<file path="src/hw/rtl/isfp_pkg.sv">
`timescale 1ns / 1ps
// ----------------------------------------------------------------------------
// isfp_pkg: IMU serial frame parser package
// Byte codes of the sensor frame, kind codes of a result and the parser
// phase encoding.
// ----------------------------------------------------------------------------
package isfp_pkg;

    localparam int unsigned BYTE_W  = 8;
    localparam int unsigned KIND_W  = 2;
    localparam int unsigned VALUE_W = 16;
    localparam int unsigned PAY_N   = 5;
    localparam int unsigned PAY_IDX_W = $clog2(PAY_N);

    localparam logic [BYTE_W-1:0] HDR_BYTE    = 8'h5A;
    localparam logic [BYTE_W-1:0] KIND_EULER  = 8'h45;
    localparam logic [BYTE_W-1:0] KIND_GYRO   = 8'h25;
    localparam logic [BYTE_W-1:0] KIND_ACCEL  = 8'h15;
    localparam logic [BYTE_W-1:0] FRAME_LEN   = 8'h06;

    typedef logic [BYTE_W-1:0]         byte_t;
    typedef logic [PAY_IDX_W-1:0]      pay_idx_t;
    typedef logic signed [VALUE_W-1:0] value_t;

    typedef enum logic [KIND_W-1:0] {
        KIND_CODE_EULER = 2'd0,
        KIND_CODE_GYRO  = 2'd1,
        KIND_CODE_ACCEL = 2'd2,
        KIND_CODE_SPARE = 2'd3
    } kind_t;

    typedef enum logic [9:0] {
        PH_HUNT0   = 10'b00_0000_0001,
        PH_HUNT1   = 10'b00_0000_0010,
        PH_KIND    = 10'b00_0000_0100,
        PH_LEN     = 10'b00_0000_1000,
        PH_PAY0    = 10'b00_0001_0000,
        PH_PAY1    = 10'b00_0010_0000,
        PH_PAY2    = 10'b00_0100_0000,
        PH_PAY3    = 10'b00_1000_0000,
        PH_PAY4    = 10'b01_0000_0000,
        PH_PAYLAST = 10'b10_0000_0000
    } phase_t;

endpackage

</file>
<file path="src/hw/rtl/imu_serial_frame_parser.sv">
`timescale 1ns / 1ps
// ----------------------------------------------------------------------------
// imu_serial_frame_parser: IMU serial frame parser
// Hunts for sensor frames in a stream of received serial bytes and emits
// the kind and three signed axis values of each complete frame.
// ----------------------------------------------------------------------------
// One received byte is taken per transfer, and a byte can be taken in every
// cycle while the input does not stall. Each byte is held in an input
// register, then the phase register, the payload store and, on the last
// payload byte of a frame, the result register are updated, so a result is
// offered from the result register once the byte that completes its frame
// has left the input register. A frame header
// is two 0x5A bytes, a kind byte (0x45 Euler, 0x25 gyro, 0x15 accel) and a
// length byte of 6, followed by six payload bytes holding three big-endian
// signed values in hundredths of a unit; the checksum is not examined. Any
// mismatch drops the byte and returns to header hunting. The input stalls
// only while the result register is full and stalled and the held byte is
// the last of a frame.
module imu_serial_frame_parser (
    input  logic                 clk,
    input  logic                 rst_n,
    input  logic                 in_valid,
    output logic                 in_stall,
    input  isfp_pkg::byte_t      rx_byte,
    output logic                 out_valid,
    input  logic                 out_stall,
    output isfp_pkg::kind_t      frame_kind,
    output isfp_pkg::value_t     value_x,
    output isfp_pkg::value_t     value_y,
    output isfp_pkg::value_t     value_z
);
    import isfp_pkg::*;

    logic     in_valid_reg;
    logic     in_valid_next;
    byte_t    rx_reg;
    phase_t   phase_reg;
    phase_t   phase_next;
    kind_t    kind_reg;
    kind_t    kind_next;
    byte_t    pay_reg [PAY_N];
    logic     pay_we;
    pay_idx_t pay_idx;
    logic     out_valid_reg;
    logic     out_valid_next;
    kind_t    out_kind_reg;
    value_t   out_x_reg;
    value_t   out_y_reg;
    value_t   out_z_reg;

    logic     in_xfer;
    logic     out_free;
    logic     emit;
    logic     advance;

    assign out_free = !out_valid_reg || !out_stall;
    assign emit     = in_valid_reg && (phase_reg == PH_PAYLAST);
    assign advance  = in_valid_reg && (!emit || out_free);
    assign in_stall = in_valid_reg && !advance;
    assign in_xfer  = in_valid && !in_stall;

    always_comb
    begin
        if (in_xfer)
        begin
            in_valid_next = 1'b1;
        end
        else if (advance)
        begin
            in_valid_next = 1'b0;
        end
        else
        begin
            in_valid_next = in_valid_reg;
        end
    end

    always_comb
    begin
        phase_next = phase_reg;
        kind_next  = kind_reg;
        pay_we     = 1'b0;
        pay_idx    = '0;
        unique case (phase_reg)
            PH_HUNT1:
            begin
                phase_next = (rx_reg == HDR_BYTE) ? PH_KIND : PH_HUNT0;
            end
            PH_KIND:
            begin
                priority if (rx_reg == KIND_EULER)
                begin
                    kind_next  = KIND_CODE_EULER;
                    phase_next = PH_LEN;
                end
                else if (rx_reg == KIND_GYRO)
                begin
                    kind_next  = KIND_CODE_GYRO;
                    phase_next = PH_LEN;
                end
                else if (rx_reg == KIND_ACCEL)
                begin
                    kind_next  = KIND_CODE_ACCEL;
                    phase_next = PH_LEN;
                end
                else
                begin
                    phase_next = PH_HUNT0;
                end
            end
            PH_LEN:
            begin
                phase_next = (rx_reg == FRAME_LEN) ? PH_PAY0 : PH_HUNT0;
            end
            PH_PAY0:
            begin
                pay_we     = 1'b1;
                pay_idx    = PAY_IDX_W'(0);
                phase_next = PH_PAY1;
            end
            PH_PAY1:
            begin
                pay_we     = 1'b1;
                pay_idx    = PAY_IDX_W'(1);
                phase_next = PH_PAY2;
            end
            PH_PAY2:
            begin
                pay_we     = 1'b1;
                pay_idx    = PAY_IDX_W'(2);
                phase_next = PH_PAY3;
            end
            PH_PAY3:
            begin
                pay_we     = 1'b1;
                pay_idx    = PAY_IDX_W'(3);
                phase_next = PH_PAY4;
            end
            PH_PAY4:
            begin
                pay_we     = 1'b1;
                pay_idx    = PAY_IDX_W'(4);
                phase_next = PH_PAYLAST;
            end
            PH_PAYLAST:
            begin
                phase_next = PH_HUNT0;
            end
            default:
            begin
                phase_next = (rx_reg == HDR_BYTE) ? PH_HUNT1 : PH_HUNT0;
            end
        endcase
    end

    always_comb
    begin
        if (advance && emit)
        begin
            out_valid_next = 1'b1;
        end
        else if (!out_stall)
        begin
            out_valid_next = 1'b0;
        end
        else
        begin
            out_valid_next = out_valid_reg;
        end
    end

    always_ff @(posedge clk or negedge rst_n)
    begin
        if (!rst_n)
        begin
            in_valid_reg  <= 1'b0;
            phase_reg     <= PH_HUNT0;
            kind_reg      <= KIND_CODE_EULER;
            out_valid_reg <= 1'b0;
        end
        else
        begin
            in_valid_reg  <= in_valid_next;
            out_valid_reg <= out_valid_next;
            if (advance)
            begin
                phase_reg <= phase_next;
                kind_reg  <= kind_next;
            end
        end
    end

    always_ff @(posedge clk)
    begin
        if (in_xfer)
        begin
            rx_reg <= rx_byte;
        end
        if (advance && pay_we)
        begin
            pay_reg[pay_idx] <= rx_reg;
        end
        if (advance && emit)
        begin
            out_kind_reg <= kind_reg;
            out_x_reg    <= value_t'({pay_reg[0], pay_reg[1]});
            out_y_reg    <= value_t'({pay_reg[2], pay_reg[3]});
            out_z_reg    <= value_t'({pay_reg[4], rx_reg});
        end
    end

    assign out_valid  = out_valid_reg;
    assign frame_kind = out_kind_reg;
    assign value_x    = out_x_reg;
    assign value_y    = out_y_reg;
    assign value_z    = out_z_reg;

    a_stall_cause: assert property (@(posedge clk) disable iff (!rst_n)
        in_stall |-> (emit && out_valid_reg && out_stall))
        else $error("input stalled without a blocked result");

    a_emit_result: assert property (@(posedge clk) disable iff (!rst_n)
        (advance && emit) |=> (out_valid && phase_reg == PH_HUNT0))
        else $error("frame end did not load a result and restart hunting");

    a_result_source: assert property (@(posedge clk) disable iff (!rst_n)
        (out_valid && !$past(out_valid)) |-> $past(advance && emit))
        else $error("result offered without a completed frame");

    a_bad_len: assert property (@(posedge clk) disable iff (!rst_n)
        (advance && phase_reg == PH_LEN && rx_reg != FRAME_LEN)
        |=> (phase_reg == PH_HUNT0))
        else $error("bad length byte did not restart hunting");

    a_kind_held: assert property (@(posedge clk) disable iff (!rst_n)
        (advance && phase_reg == PH_KIND && rx_reg == KIND_ACCEL)
        |=> (kind_reg == KIND_CODE_ACCEL && phase_reg == PH_LEN))
        else $error("accel kind byte not held");

endmodule
</file>
<file path="config.mk">
export PLATFORM = sky130hd
export DESIGN_NAME = imu_serial_frame_parser
export DESIGN_NICKNAME = d
export VERILOG_FILES = /design/src/hw/rtl/isfp_pkg.sv /design/src/hw/rtl/imu_serial_frame_parser.sv
export SDC_FILE = /design/constraint.sdc
export NUM_CORES = 1
export LEC_CHECK = 0
export BUFFER_PORTS_ARGS = -buffer_cell sky130_fd_sc_hd__buf_2
export CORE_ASPECT_RATIO = 1.25
export CORE_UTILIZATION = 40
export CTS_CLUSTER_SIZE = 20
export DETAILED_ROUTE_END_ITERATION = 8
export HOLD_SLACK_MARGIN = 0.1
export SLEW_MARGIN = 10
export SYNTH_ARGS = -nofsm -noshare
export SYNTH_HDL_FRONTEND = slang
export SYNTH_SLANG_ARGS = --single-unit
</file>
<file path="constraint.sdc">
create_clock -name clk -period 11.4 [get_ports clk]
set_clock_uncertainty 0.05 [all_clocks]
set_input_delay 0.57 -clock clk [delete_from_list [all_inputs] [get_ports clk]]
set_output_delay 0.57 -clock clk [all_outputs]
set_load 0.01 [all_outputs]
</file>
==> Word-level counts from Yosys, hierarchy flattened <==
Memories as Yosys holds them, arrays and structs flattened. A register that Yosys moved wholly into a read port is not among the register bits.
Cells that the tools add are included.
{ "classes": {"eq_ne": 15, "mux": 18, "n_reduce_logical": 17} }
{ "ops": {"columns": ["cell", "count"], "rows": [
  ["$pmux 10 s9", 1],
  ["$eq 8x7->1 const B", 2],
  ["$mux 4", 3],
  ["$pmux 3 s4", 1],
  ["$eq 10x10->1 const B", 1],
  ["$eq 10x2->1 const B", 1],
  ["$eq 10x3->1 const B", 1],
  ["$eq 10x4->1 const B", 1],
  ["$eq 10x5->1 const B", 1],
  ["$eq 10x6->1 const B", 1],
  ["$eq 10x7->1 const B", 1],
  ["$eq 10x8->1 const B", 1],
  ["$eq 10x9->1 const B", 1],
  ["$eq 8x3->1 const B", 1],
  ["$eq 8x5->1 const B", 1],
  ["$eq 8x6->1 const B", 1],
  ["$mux 2", 4],
  ["$mux 1", 7],
  ["$logic_and 1x1->1", 6],
  ["$logic_not 1->1", 5],
  ["$mux 5", 1],
  ["$reduce_or 5->1", 1],
  ["$mux 3", 1],
  ["$reduce_and 3->1", 1],
  ["4 further kinds", 5]
]} }
{ "totals": {"reg_bits": 40, "mem_bits_rw": 40, "out_inout_bits": 52, "n_memories": 1} }
{ "memory_table": {"columns": ["name", "depth", "word_bits", "rd", "rd_clocked_by_memory_dff", "wr", "line", "rtl"], "rows": [
  ["pay_reg", 5, 8, 5, 5, 1, "imu_serial_frame_parser.sv:41", "byte_t pay_reg [PAY_N];"]
]} }

==> Depth between registers and ports, before layout <==
Gate-level depths: netlist (run 1).
{ "depth": {"ltp_word": 10, "depth_mapped": 6, "mapped_depth_nobuf": 4} }

==> Worst setup path after synthesis (run 1) <==
No wires, ideal clock.
{ "synth_path": {"path_type": "flip-flop to flip-flop", "from": "register phase_reg[4]", "to": "register out_kind_reg[0] (netlist: frame_kind[0]) (enable)", "arrival_ps": 5188, "t_required_ps": 10820, "slack_ps": 5632, "path_stages_with_launch": 6, "n_path_buf": 2, "synth_period_minus_slack_ps": 5768, "cell_sequence": "dfrtp_1 > or4_1 > buf_2 > or3_1 > buf_6 > nor3b_1"} }
{ "synth_via": {"elab_chain_len": 6} }
{ "synth_rtl": {"columns": ["element", "line", "rtl"], "rows": [
  ["start: declaration", "imu_serial_frame_parser.sv:37", "phase_t phase_reg;"],
  ["start signal: assignment", "imu_serial_frame_parser.sv:187", "phase_reg <= phase_next;"],
  ["$eq 10x10->1 *", "imu_serial_frame_parser.sv:57", "assign emit = in_valid_reg && (phase_reg == PH_PAYLAST);"],
  ["$logic_and 1x1->1 *", "imu_serial_frame_parser.sv:57", null],
  ["$logic_not 1->1", "imu_serial_frame_parser.sv:58", "assign advance = in_valid_reg && (!emit || out_free);"],
  ["$logic_or 1x1->1", "imu_serial_frame_parser.sv:58", null],
  ["$logic_and 1x1->1", "imu_serial_frame_parser.sv:58", null],
  ["$logic_and 1x1->1 *", "imu_serial_frame_parser.sv:203", "if (advance && emit)"],
  ["end signal: assignment", "imu_serial_frame_parser.sv:205", "out_kind_reg <= kind_reg;"],
  ["end: declaration", "imu_serial_frame_parser.sv:46", "kind_t out_kind_reg;"]
]} }
Every way passes the cells marked *; elsewhere a longest branch is shown, timed or not.
A chain may end at the register's enable or synchronous reset.

==> Worst setup path in the final report (run 1) <==
{ "layout_path": {"from": "register phase_reg[4]", "to": "output in_stall"} }
{ "layout_via": {"elab_chain_len": 7} }
{ "layout_rtl": {"columns": ["element", "line", "rtl"], "rows": [
  ["$eq 10x10->1", "imu_serial_frame_parser.sv:57", null],
  ["$logic_and 1x1->1", "imu_serial_frame_parser.sv:57", null],
  ["$logic_not 1->1", "imu_serial_frame_parser.sv:58", null],
  ["$logic_or 1x1->1", "imu_serial_frame_parser.sv:58", null],
  ["$logic_and 1x1->1", "imu_serial_frame_parser.sv:58", null],
  ["$logic_not 1->1", "imu_serial_frame_parser.sv:59", "assign in_stall = in_valid_reg && !advance;"],
  ["$logic_and 1x1->1", "imu_serial_frame_parser.sv:59", null],
  ["end: declaration", "imu_serial_frame_parser.sv:23", "output logic in_stall,"]
]} }
Every way passes these cells.

==> results of run 1 <==
[layout by cell type, fill, tap and decap left out, drive strengths merged, types with 2 or more instances in the layout]
cell type  Yosys  layout
and4           2       2
edfxtp        98      98
nand2          8       8
nor4b          2       2
nor3           5       5
nor2b          3       3
buf            2      64
o41ai          2       2
o31ai          2       2
clkbuf         3       9
a21o           2       2
nand2b         4       4
or2            5       5
nor2           6       6
nor3b          2       2
o22ai          3       3
nand4          2       2
mux2           2       2
xor2           3       3
or4b           2       2
nand3          3       3
inv            4       6
clkinv         1       3
o21ai          4       4
nor4           3       3
o21a           2       2
dfrtp         13      13
bufinv         0       3
a2111oi        2       2
[routing by layer]
layer	vias up	share of wire
met4	0	0.030
met1	973	0.42
met3	12	0.048
met5	-	0
met2	68	0.50
li1	947	-
[cell usage after synthesis, types with 2 or more instances]
master     instances
o31ai_1            2
nor3b_1            2
a2111oi_0          2
o21ai_0            4
nand2b_1           4
clkbuf_1           3
inv_1              4
or4b_2             2
nor2b_1            3
nor4b_1            2
dfrtp_1           13
or2_2              5
a21o_1             2
o41ai_1            2
mux2_2             2
nand4_1            2
nand2_1            8
nor4_1             3
nor3_1             4
edfxtp_1          98
nor2_1             6
xor2_1             3
nand3_1            3
and4_1             2
o22ai_1            3
o21a_1             2
[metrics by stage]
step	worst slack, ns	std cells
2_1_floorplan	5.63	203
3_3_place_gp	8.70	385
3_5_place_dp	8.65	385
4_1_cts	8.40	402
5_1_grt	8.23	402
6_report	8.40	402
[area by class of cell]
type | instances | area [µm²] | share of cell area
Tap cell | 123 | 154 | 0.0326
Inverter | 5 | 18.8 | 0.00398
Clock inverter | 7 | 128 | 0.0271
Timing Repair Buffer | 65 | 333 | 0.0706
Sequential cell | 112 | 3290 | 0.699
Clock buffer | 9 | 225 | 0.0478
Multi-Input combinational cell | 81 | 562 | 0.119
[cell families (layout without fill, tap and decap cells)]
group                  Yosys count  after routing  synth area share
flip-flops                     112            112             0.847
AND/OR/NAND/NOR                 50             50            0.0781
AO/OA/AOI/OAI                   26             26            0.0508
buffers and inverters           10             86            0.0119
XOR/XNOR                         3              3           0.00675
multiplexers                     2              2           0.00579
[power breakdown]
part / switching (mW) / total [mW] / internal (mW)
combinational: 0.00658 / 0.0111 / 0.00451
clock: 0.139 / 0.357 / 0.218
sequential: 0.00828 / 0.456 / 0.448
total: 0.154 / 0.824 / 0.670
[worst paths after layout]
check                          endpoint  cells after the start
max                            in_stall                      4
min                           rx_reg[6]                      1
max reg2reg                  value_x[1]                      4
min reg2reg                 value_x[10]                      0
max in group asynchronous  phase_reg[0]                      2
min in group asynchronous  phase_reg[1]                      2
[worst max-delay path, stage by stage (launching register included)]
cell and delay, ns:
dfrtp_1 0.43, or4_1 0.64, or3_1 0.50, nor3_1 0.27, buf_2 0.19
==> metrics.md, run 1 <==
| Metric | Value |
|---|---|
| Met3 Use GR | `0.0352` |
| Syn avg cell area | `19.2 µm²` |
| Die Area | `around 10000 µm²` |
| Post-CTS Hold Fix Bufs | `1` |
| Number of vias per cell | `between 4 and 5` |
| Core Area | `9270 µm²` |
| First-pass GRT wire length | `slightly below 10 mm` |
| HPWL Detailed | `around 4.2 mm` |
| Antenna-violating nets left | `0` |
| Largest register FFs | `40` |
| CTS tree | `yes` |
| Crit end category | `output pin` |
| Tightest Hold Check Type | `primary input to flip-flop` |
| Reg clk slew, reported paths | `about 0.070 ns` |
| WL final | `between 6 and 7 mm` |
| Layout cell share with drive strength beyond 1 | `0.333` |
| Via count | `2000` |
| Clk root buf | `clkbuf_16` |
| RSZ-0062 raised after global routing | `false` |
| Initial antenna violation count | `0` |
| Post-synthesis instance total | `203` |
| Main synth FF type | `edfxtp_1` |
| CP startpoint kind | `flip-flop` |
| FF-to-FF Start | `phase_reg[4]` |
| Cell variety after synth | `43` |
| Post-CTS Resized | `0` |
| Routing usage on met2 | `0.212` |
| Top area cells in the synthesized netlist | `edfxtp_1 76%, dfrtp_1 8.4%, or2_2 0.80%` |
| Leading area contributor after synthesis | `edfxtp_1` |
| Global route hottest layer | `met2` |
| Worst hold slack | `between 0.3 and 0.4 ns` |
| Final setup viols | `0` |
| Post-DP Area | `around 4400 µm²` |
| Die height | `~110 µm` |
| Synth top area share | `0.756` |
| Synthesis-to-finish area growth | `21.2%` |
| Final hold viol count | `0` |
| Port Buffers | `63` |
| Gpl congestion | `~0.85` |
| I/O pin cnt | `between 60 and 70` |
| Post-route cell area | `about 4700 µm²` |
| Nets | `around 290` |
| N_diodes | `0` |
| Fmax | `roughly 0.33 GHz` |
| WP data arrival | `~2.4 ns` |
| Largest fanout on the critical path | `7` |
| Sequential element share of the synthesized area | `0.847` |
| LEAKAGE | `about 1.7 nW` |
| DR DRC count | `0` |
| Drt pass-1 iters | `4` |
| H-tree level count | `3` |
| Clk sinks | `~110` |
| Post-CTS setup buffers | `0` |
| Inserted Clock Buffers | `9` |
| GRT Total Usage | `0.136` |
| Status | `complete, no violations` |
| Grt total ovfl | `0` |
| M1 GR Usage | `0.166` |
| HP Start | `rx_byte[6]` |
| Fin crit share | `0.263` |
| Finished Core Util | `0.509` |
| Worst R2R Setup Slack | `just under 9 ns` |
| Max-cap violations | `0` |
| Initial core utilization | `0.420` |
| Fillers | `805` |
| Clk Latency, worst-skew pair | `approximately 0.34 ns` |
| Headroom to the max-slew limit | `0.276` |
| Synth Net Count | `around 220` |
| Peak VDD IR | `112 µV` |
| Synthesized area | `between 3000 and 4000 µm²` |
| Critical path required time | `approximately 11 ns` |
| Post-synth EDFFs | `between 90 and 100` |
| Critical Path Source | `phase_reg[4]` |
| Longest Clk Path Bufs | `2` |
| Largest net degree at the start of global routing | `just over 50` |
| Slew at the pin with the worst max-slew slack | `around 1.1 ns` |
| Final Power | `around 0.82 mW` |
| #FFs+latches synth | `112` |
| Initial drt markers | `between 100 and 150` |
| Setup TNS | `0 ns` |
| Wire length per cell | `between 15 and 20 µm` |
| Yosys warns | `0` |
| Worst Path Class, Setup | `flip-flop to output pin` |
| Ys async rst share | `0.125` |
| # rows | `39` |
| P per Cell Area | `roughly 170 nW/µm²` |
| Final Critical Period | `3.00 ns` |
| Chip width | `around 90 µm` |
| Number of global-route vias before repair | `around 1.9k` |
| Fin. max-slew vios | `0` |
Note: power is estimated with default switching activity, not from simulation.
==> run 2, diff against run 1 <==
--- a/config.mk
+++ b/config.mk
@@ -5,6 +5,7 @@
 export SDC_FILE = /design/constraint.sdc
 export NUM_CORES = 1
 export LEC_CHECK = 0
+export ABC_AREA = 1
 export BUFFER_PORTS_ARGS = -buffer_cell sky130_fd_sc_hd__buf_2
 export CORE_ASPECT_RATIO = 1.25
 export CORE_UTILIZATION = 40
==> constraint.sdc (replaced) <==
create_clock -name clk -period 2.87 [get_ports clk]
set_clock_uncertainty 0.05 [all_clocks]
set_input_delay 0.1435 -clock clk [delete_from_list [all_inputs] [get_ports clk]]
set_output_delay 0.1435 -clock clk [all_outputs]
set_load 0.01 [all_outputs]
==> metrics.md, run 2 <==
| Metric | Value |
|---|---|
| Status | `complete, no violations` |
| Synth top area share | `0.744 (-0.0124)` |
| FF-to-FF Start | `phase_reg[9]` |
| Worst reg-to-reg path cell count | `7 (+3)` |
| N_diodes | `0 (unchanged)` |
| Worst reg2reg path endpoint | `pay_reg[3][5]` |
| Sequential power share | `0.593 (+0.039)` |
| Headroom to the max-slew limit | `0.559 (+0.283)` |
| Setup ws final | `0.703 ns (-7.70 ns)` |
| Mux cell area share after synthesis | `0 (-0.00579)` |
| Grt total ovfl | `0 (unchanged)` |
| Main synth FF type | `edfxtp_1` |
| Post-CTS setup buffers | `0 (unchanged)` |
| Number of global-route vias before repair | `2099 (+10%)` |
| Nets | `355 (+24%)` |
| Synth Area in Simple Gates | `0.119 (+0.0405)` |
| Ys async rst share | `0.125 (unchanged)` |
| Sw Share | `0.187 (about the same)` |
| Post-synth EDFFs | `98 (unchanged)` |
| Fmax | `approximately 0.46 GHz` |
| Initial core utilization | `0.412 (-0.00798)` |
| Combinational family with the most area after synthesis | `simple AND/OR/NAND/NOR gates` |
| Synthesized area | `3960 µm² (+1.7%)` |
| Chip width | `91.0 µm (+0.81%)` |
| Antenna-violating nets left | `0 (unchanged)` |
| Synth Net Count | `267 (+24%)` |
| CTS tree | `yes` |
| Cell variety after synth | `24 (-44%)` |
| Comb pwr share | `0.019 (+0.006)` |
| Worst hold slack | `0.172 ns (-0.175 ns)` |
| Critical path required time | `2.87 ns (-7.91 ns)` |
| Sequential element share of the synthesized area | `0.833 (-0.0139)` |
| Final Critical Period | `2.17 ns` |
| Post-DP Area | `4470 µm² (+2.7%)` |
| Port Buffers | `63 (unchanged)` |
| Crit-path max cell delay | `0.44 ns (-0.20 ns)` |
| Crit end category | `flip-flop` |
| Initial drt markers | `75 (-26%)` |
| Final Power | `3.04 mW (+270%)` |
| Int Power | `2.47 mW (+270%)` |
| Syn avg cell area | `15.5 µm² (-19%)` |
| Yosys warns | `0 (unchanged)` |
| Clk sinks | `112 (unchanged)` |
| Fin. max-slew vios | `0 (unchanged)` |
| Gpl congestion | `0.859 (+1.4%)` |
| Wire length per cell | `13.8 µm (-14%)` |
| First-pass GRT wire length | `10.5 mm (+5.4%)` |
| Die height | `113 µm (+0.81%)` |
| Post-CTS Hold Fix Bufs | `11 (+10)` |
| Max-cap violations | `0 (unchanged)` |
| Peak VDD IR | `270 µV (+140%)` |
| Via count | `2158 (+7.9%)` |
| Final Non-Filler Cells | `474 (+18%)` |
| Slowest stage cell, crit path | `dfrtp_1` |
| RSZ-0062 raised after global routing | `false` |
| Die Area | `10300 µm² (+1.6%)` |
| Final hold viol count | `0 (unchanged)` |
| Most frequent cells in the layout | `98 x edfxtp_1, 63 x buf_2, 37 x nand2_1` |
| Largest fanout on the critical path | `7 (unchanged)` |
| WP data arrival | `2.17 ns (-0.21 ns)` |
| Setup TNS | `0 ns (unchanged)` |
| Drt pass-1 iters | `4 (unchanged)` |
| Largest net degree at the start of global routing | `51 (unchanged)` |
| Top-count cell post-synth | `edfxtp_1` |
| P per Cell Area | `625 nW/µm² (+260%)` |
| Fin crit share | `0.755` |
| Post-route cell area | `4860 µm² (+3.2%)` |
| Largest register FFs | `40 (unchanged)` |
| Worst R2R Setup Slack | `0.70 ns (-7.95 ns)` |
| I/O pin cnt | `64 (unchanged)` |
| Core Area | `9610 µm² (+3.6%)` |
| Finished Core Util | `0.506 (-0.00238)` |
| Sw power | `0.568 mW (+270%)` |
| HPWL Detailed | `4.49 mm (+7.0%)` |
| Placed cells | `447 (+16%)` |
| Tightest Hold Check Type | `primary input to asynchronous set/reset pin` |
| DR DRC count | `0 (unchanged)` |
| Layout cell share with drive strength beyond 1 | `0.273 (-0.0603)` |
| Synthesis-to-finish area growth | `22.9%` |
| Slew at the pin with the worst max-slew slack | `0.661 ns (-0.417 ns)` |
| Top cells by count, synth | `98 x edfxtp_1, 37 x nand2_1, 29 x nor2_1, 25 x inv_1` |
| Longest Clk Path Bufs | `2 (unchanged)` |
| H-tree level count | `3 (unchanged)` |
| Top area cells in the synthesized netlist | `edfxtp_1 74%, dfrtp_1 8.2%, nand2_1 3.5%` |
| LEAKAGE | `1.92 nW (+12%)` |
| Post-Synth XOR/XNOR Area | `0 (-0.00675)` |
| CP startpoint kind | `flip-flop` |
| Inserted Clock Buffers | `9 (unchanged)` |
| Compound-gate portion of the synthesized area | `0.0193 (-0.0315)` |
| Crit path cell chain | `nor2_2, nand2_1, nor2_1, o21ai_1, or2_1, a21oi_1, buf_4` |
| # rows | `40 (+2.6%)` |
| Pre-CTS setup slack | `0.755 ns (-7.89 ns)` |
| Leading area contributor after synthesis | `edfxtp_1` |
| GRT Total Usage | `0.140 (+0.00422)` |
| Clk Latency, worst-skew pair | `0.34 ns (about the same)` |
| Reg clk slew, reported paths | `0.07 ns (about the same)` |
| #FFs+latches synth | `112 (unchanged)` |
| Post-Synth Adder-Cell Area | `0 (unchanged)` |
| Clk pwr share | `0.388 (-0.045)` |
| Commonest non-fill, non-tap cell in the layout | `edfxtp_1` |
| Clk root buf | `clkbuf_16` |
| Initial antenna violation count | `0 (unchanged)` |
| WL final | `6.54 mm (+2.0%)` |
| Final setup viols | `0 (unchanged)` |
| Post-CTS Resized | `0 (unchanged)` |
| Post-synthesis instance total | `255 (+26%)` |
| Number of vias per cell | `4.55 (-8.5%)` |
| Worst Path Class, Setup | `flip-flop to flip-flop` |
run 2: cell count changes after synthesis, moves of 4 or more:
cell / previous run / this run
nand2b_1: 4 / 0
o21ai_1: 0 / 6
nor2_1: 6 / 29
nand3_1: 3 / 13
or2_2: 5 / 0
inv_1: 4 / 25
nand2_1: 8 / 37
nor2_2: 0 / 5
run 2: per-layer routing:
metal / up-vias / wire length, µm / part of all wire / global-route usage
met5: - / 0 / 0 / 0
met4: 0 / 155 / 0.024 / 0.0762
met3: 12 / 297 / 0.045 / 0.0356
met2: 58 / 3390 / 0.52 / 0.237
met1: 1021 / 2700 / 0.41 / 0.164
li1: 1067 / - / - / -
run 2: how the worst max path moves through the flow:
stage,start,end,slack [ns],cells past startpoint
6_report,phase_reg[9],pay_reg[3][5],0.70,7
5_1_grt,phase_reg[4],rx_reg[2],0.51,8
4_1_cts,phase_reg[9],pay_reg[3][2],0.72,7
3_5_place_dp,phase_reg[9],pay_reg[3][5],0.76,7
3_3_place_gp,phase_reg[9],pay_reg[3][3],0.80,7
2_1_floorplan,phase_reg[0],frame_kind[0],0.07,7
run 2: cell families (layout without fill, tap and decap cells):
family                 Yosys count  after routing
buffers and inverters           29            122
and+or+nand+nor                102            102
DFF                            112            112
AOI/OAI and AO/OA               12             12
run 2: area by class of cell:
type / count / area [µm²]
clock buffer: 9 / 225
clock inverter: 7 / 60.1
fill: 845 / 4750
inverter: 28 / 105
multi-input combinational: 114 / 553
sequential: 112 / 3290
tap: 126 / 158
timing repair buffer: 78 / 468
run 2: power groups by stage:
| stage | registers [mW] | clock network [mW] | logic (mW) |
|---|---|---|---|
| 2_1_floorplan | 1.83 | 0 | 0.0295 |
| 3_3_place_gp | 1.84 | 0 | 0.0464 |
| 3_5_place_dp | 1.84 | 0 | 0.0471 |
| 4_1_cts | 1.80 | 1.21 | 0.0587 |
| 5_1_grt | 1.80 | 1.27 | 0.0658 |
| 6_report | 1.80 | 1.18 | 0.0577 |
run 2: critical path, delay by kind of cell (launching register included):
family                 cells  cell delay (ns)
and+or+nand+nor            4             0.84
DFF                        1             0.44
AOI/OAI and AO/OA          2             0.34
buffers and inverters      1             0.20
==> run 3, diff against run 2 <==
==> constraint.sdc (replaced) <==
create_clock -name clk -period 1.9 [get_ports clk]
set_clock_uncertainty 0.05 [all_clocks]
set_input_delay 0.095 -clock clk [delete_from_list [all_inputs] [get_ports clk]]
set_output_delay 0.095 -clock clk [all_outputs]
set_load 0.01 [all_outputs]
==> metrics.md, run 3 (same netlist as run 2, synthesis figures left out) <==
| Metric | Value |
|---|---|
| Status | `complete, no violations` |
| Most frequent cells in the layout | `98 x edfxtp_1, 63 x buf_2, 38 x buf_4` |
| Slew at the pin with the worst max-slew slack | `0.388 ns (-0.274 ns)` |
| N_diodes | `0 (unchanged)` |
| Final setup viols | `0 (unchanged)` |
| Antenna-violating nets left | `0 (unchanged)` |
| Port Buffers | `63 (unchanged)` |
| Nets | `392 (+10%)` |
| Crit path cell chain | `nor2_2, nand2_2, nor2_4, nand3_2, o21ai_4, or2_1, nor2_2, buf_4` |
| Peak VDD IR | `639 µV (+140%)` |
| GRT Total Usage | `0.149 (+0.00863)` |
| Longest Clk Path Bufs | `2 (unchanged)` |
| Slowest stage cell, crit path | `dfrtp_1` |
| Final hold viol count | `0 (unchanged)` |
| Worst reg-to-reg path cell count | `8 (+1)` |
| Clk sinks | `112 (unchanged)` |
| Final Power | `4.68 mW (+54%)` |
| Worst R2R Setup Slack | `0.04 ns (-0.66 ns)` |
| H-tree level count | `3 (unchanged)` |
| Post-DP Area | `4730 µm² (+5.8%)` |
| FF-to-FF Start | `phase_reg[4]` |
| Largest register FFs | `40 (unchanged)` |
| Fin crit share | `0.977 (+0.222)` |
| Synthesis-to-finish area growth | `31.7%` |
| Layout cell share with drive strength beyond 1 | `0.364 (+0.0906)` |
| Largest net degree at the start of global routing | `31 (-39%)` |
| Critical Path Source | `phase_reg[4]` |
| Setup ws final | `0.0441 ns (-0.658 ns)` |
| Final Non-Filler Cells | `511 (+7.8%)` |
| Headroom to the max-slew limit | `0.742 (+0.183)` |
| Core Area | `9610 µm² (unchanged)` |
| Clk Latency, worst-skew pair | `0.33 ns (about the same)` |
| Initial antenna violation count | `0 (unchanged)` |
| First-pass GRT wire length | `11.3 mm (+7.8%)` |
| Fillers | `825 (-2.4%)` |
| Via count | `2275 (+5.4%)` |
| Number of vias per cell | `4.45 (-2.2%)` |
| CTS tree | `yes` |
| Setup TNS | `0 ns (unchanged)` |
| Worst reg2reg path endpoint | `pay_reg[2][4]` |
| Worst hold slack | `0.163 ns (-0.00953 ns)` |
| Pre-CTS setup slack | `0.00551 ns (-0.750 ns)` |
| CP dominant cell by count | `nor2_2` |
| RSZ-0062 raised after global routing | `true` |
| HPWL Detailed | `5.03 mm (+12%)` |
| Grt total ovfl | `0 (unchanged)` |
| Post-route cell area | `5210 µm² (+7.1%)` |
| WL final | `7.27 mm (+11%)` |
| Wire length per cell | `14.2 µm (+3.1%)` |
| Clk root buf | `clkbuf_16` |
| Critical path required time | `1.95 ns (-0.92 ns)` |
| P per Cell Area | `899 nW/µm² (+44%)` |
| Inserted Clock Buffers | `9 (unchanged)` |
| Final Critical Period | `1.86 ns (-0.312 ns)` |
| WP data arrival | `1.90 ns (-0.27 ns)` |
| Buf/Inv on CP | `1 (unchanged)` |
| Drt pass-1 iters | `4 (unchanged)` |
| Number of global-route vias before repair | `2304 (+9.8%)` |
| LEAKAGE | `2.11 nW (+10%)` |
| Placed cells | `479 (+7.2%)` |
| # rows | `40 (unchanged)` |
| Die height | `113 µm (unchanged)` |
| Initial core utilization | `0.412 (unchanged)` |
| I/O pin cnt | `64 (unchanged)` |
| Crit-path max cell delay | `0.40 ns (-0.04 ns)` |
| Tightest Hold Check Type | `primary input to asynchronous set/reset pin` |
| DR DRC count | `0 (unchanged)` |
| Fmax | `0.539 GHz (+17%)` |
| Chip width | `91.0 µm (unchanged)` |
| Crit end category | `flip-flop` |
| Worst Path Class, Setup | `flip-flop to flip-flop` |
| Fin. max-slew vios | `0 (unchanged)` |
| Commonest non-fill, non-tap cell in the layout | `edfxtp_1` |
| Reg clk slew, reported paths | `0.07 ns (about the same)` |
| Max-cap violations | `0 (unchanged)` |
| Gpl congestion | `0.824 (-4.1%)` |
| CP startpoint kind | `flip-flop` |
| Top delay family on crit path | `simple AND/OR/NAND/NOR gates` |
| Die Area | `10300 µm² (unchanged)` |
| Finished Core Util | `0.542 (+0.0359)` |
| Largest fanout on the critical path | `6 (-1)` |
| Initial drt markers | `120 (+60%)` |
## run 3: how the worst max path moves through the flow
stage	endpoint	slack, ns	cells past startpoint
4_1_cts	in_stall	0.01	7
5_1_grt	pay_reg[4][2]	-0.06	8
2_1_floorplan	frame_kind[0]	-0.34	7
3_5_place_dp	rx_reg[0]	0.006	8
3_3_place_gp	value_z[6]	0.1	6
6_report	pay_reg[2][4]	0.04	8
## run 3: report_power, final
| part | internal [mW] | leakage (nW) | switching [mW] |
|---|---|---|---|
| Sequential | 2.69 | 1.08 | 0.0129 |
| Clock | 1.02 | 0.137 | 0.799 |
| Combinational | 0.0722 | 0.895 | 0.0849 |
## run 3: layer usage
metal,part of all wire,GRT usage
met1,0.43,0.174
met2,0.52,0.262
met3,0.028,0.0296
met4,0.015,0.0720
met5,0,0
## run 3: cell type report
type / instances / area [µm²] / area share
clock inverter: 5 / 56.3 / 0.0108
multi-input combinational: 114 / 601 / 0.115
inverter: 28 / 105 / 0.0202
sequential: 112 / 3290 / 0.632
clock buffer: 11 / 233 / 0.0447
tap: 126 / 158 / 0.0303
timing repair buffer: 115 / 762 / 0.146
## run 3: timing repair
action / CTS / global route
setup endpoints to repair: 3 / 93
resized for setup: 2 / 9
hold buffers: 11 / 0
pin swaps: 0 / 4
buffers inserted: 0 / 5
endpoints found under the hold margin: 24 / 0
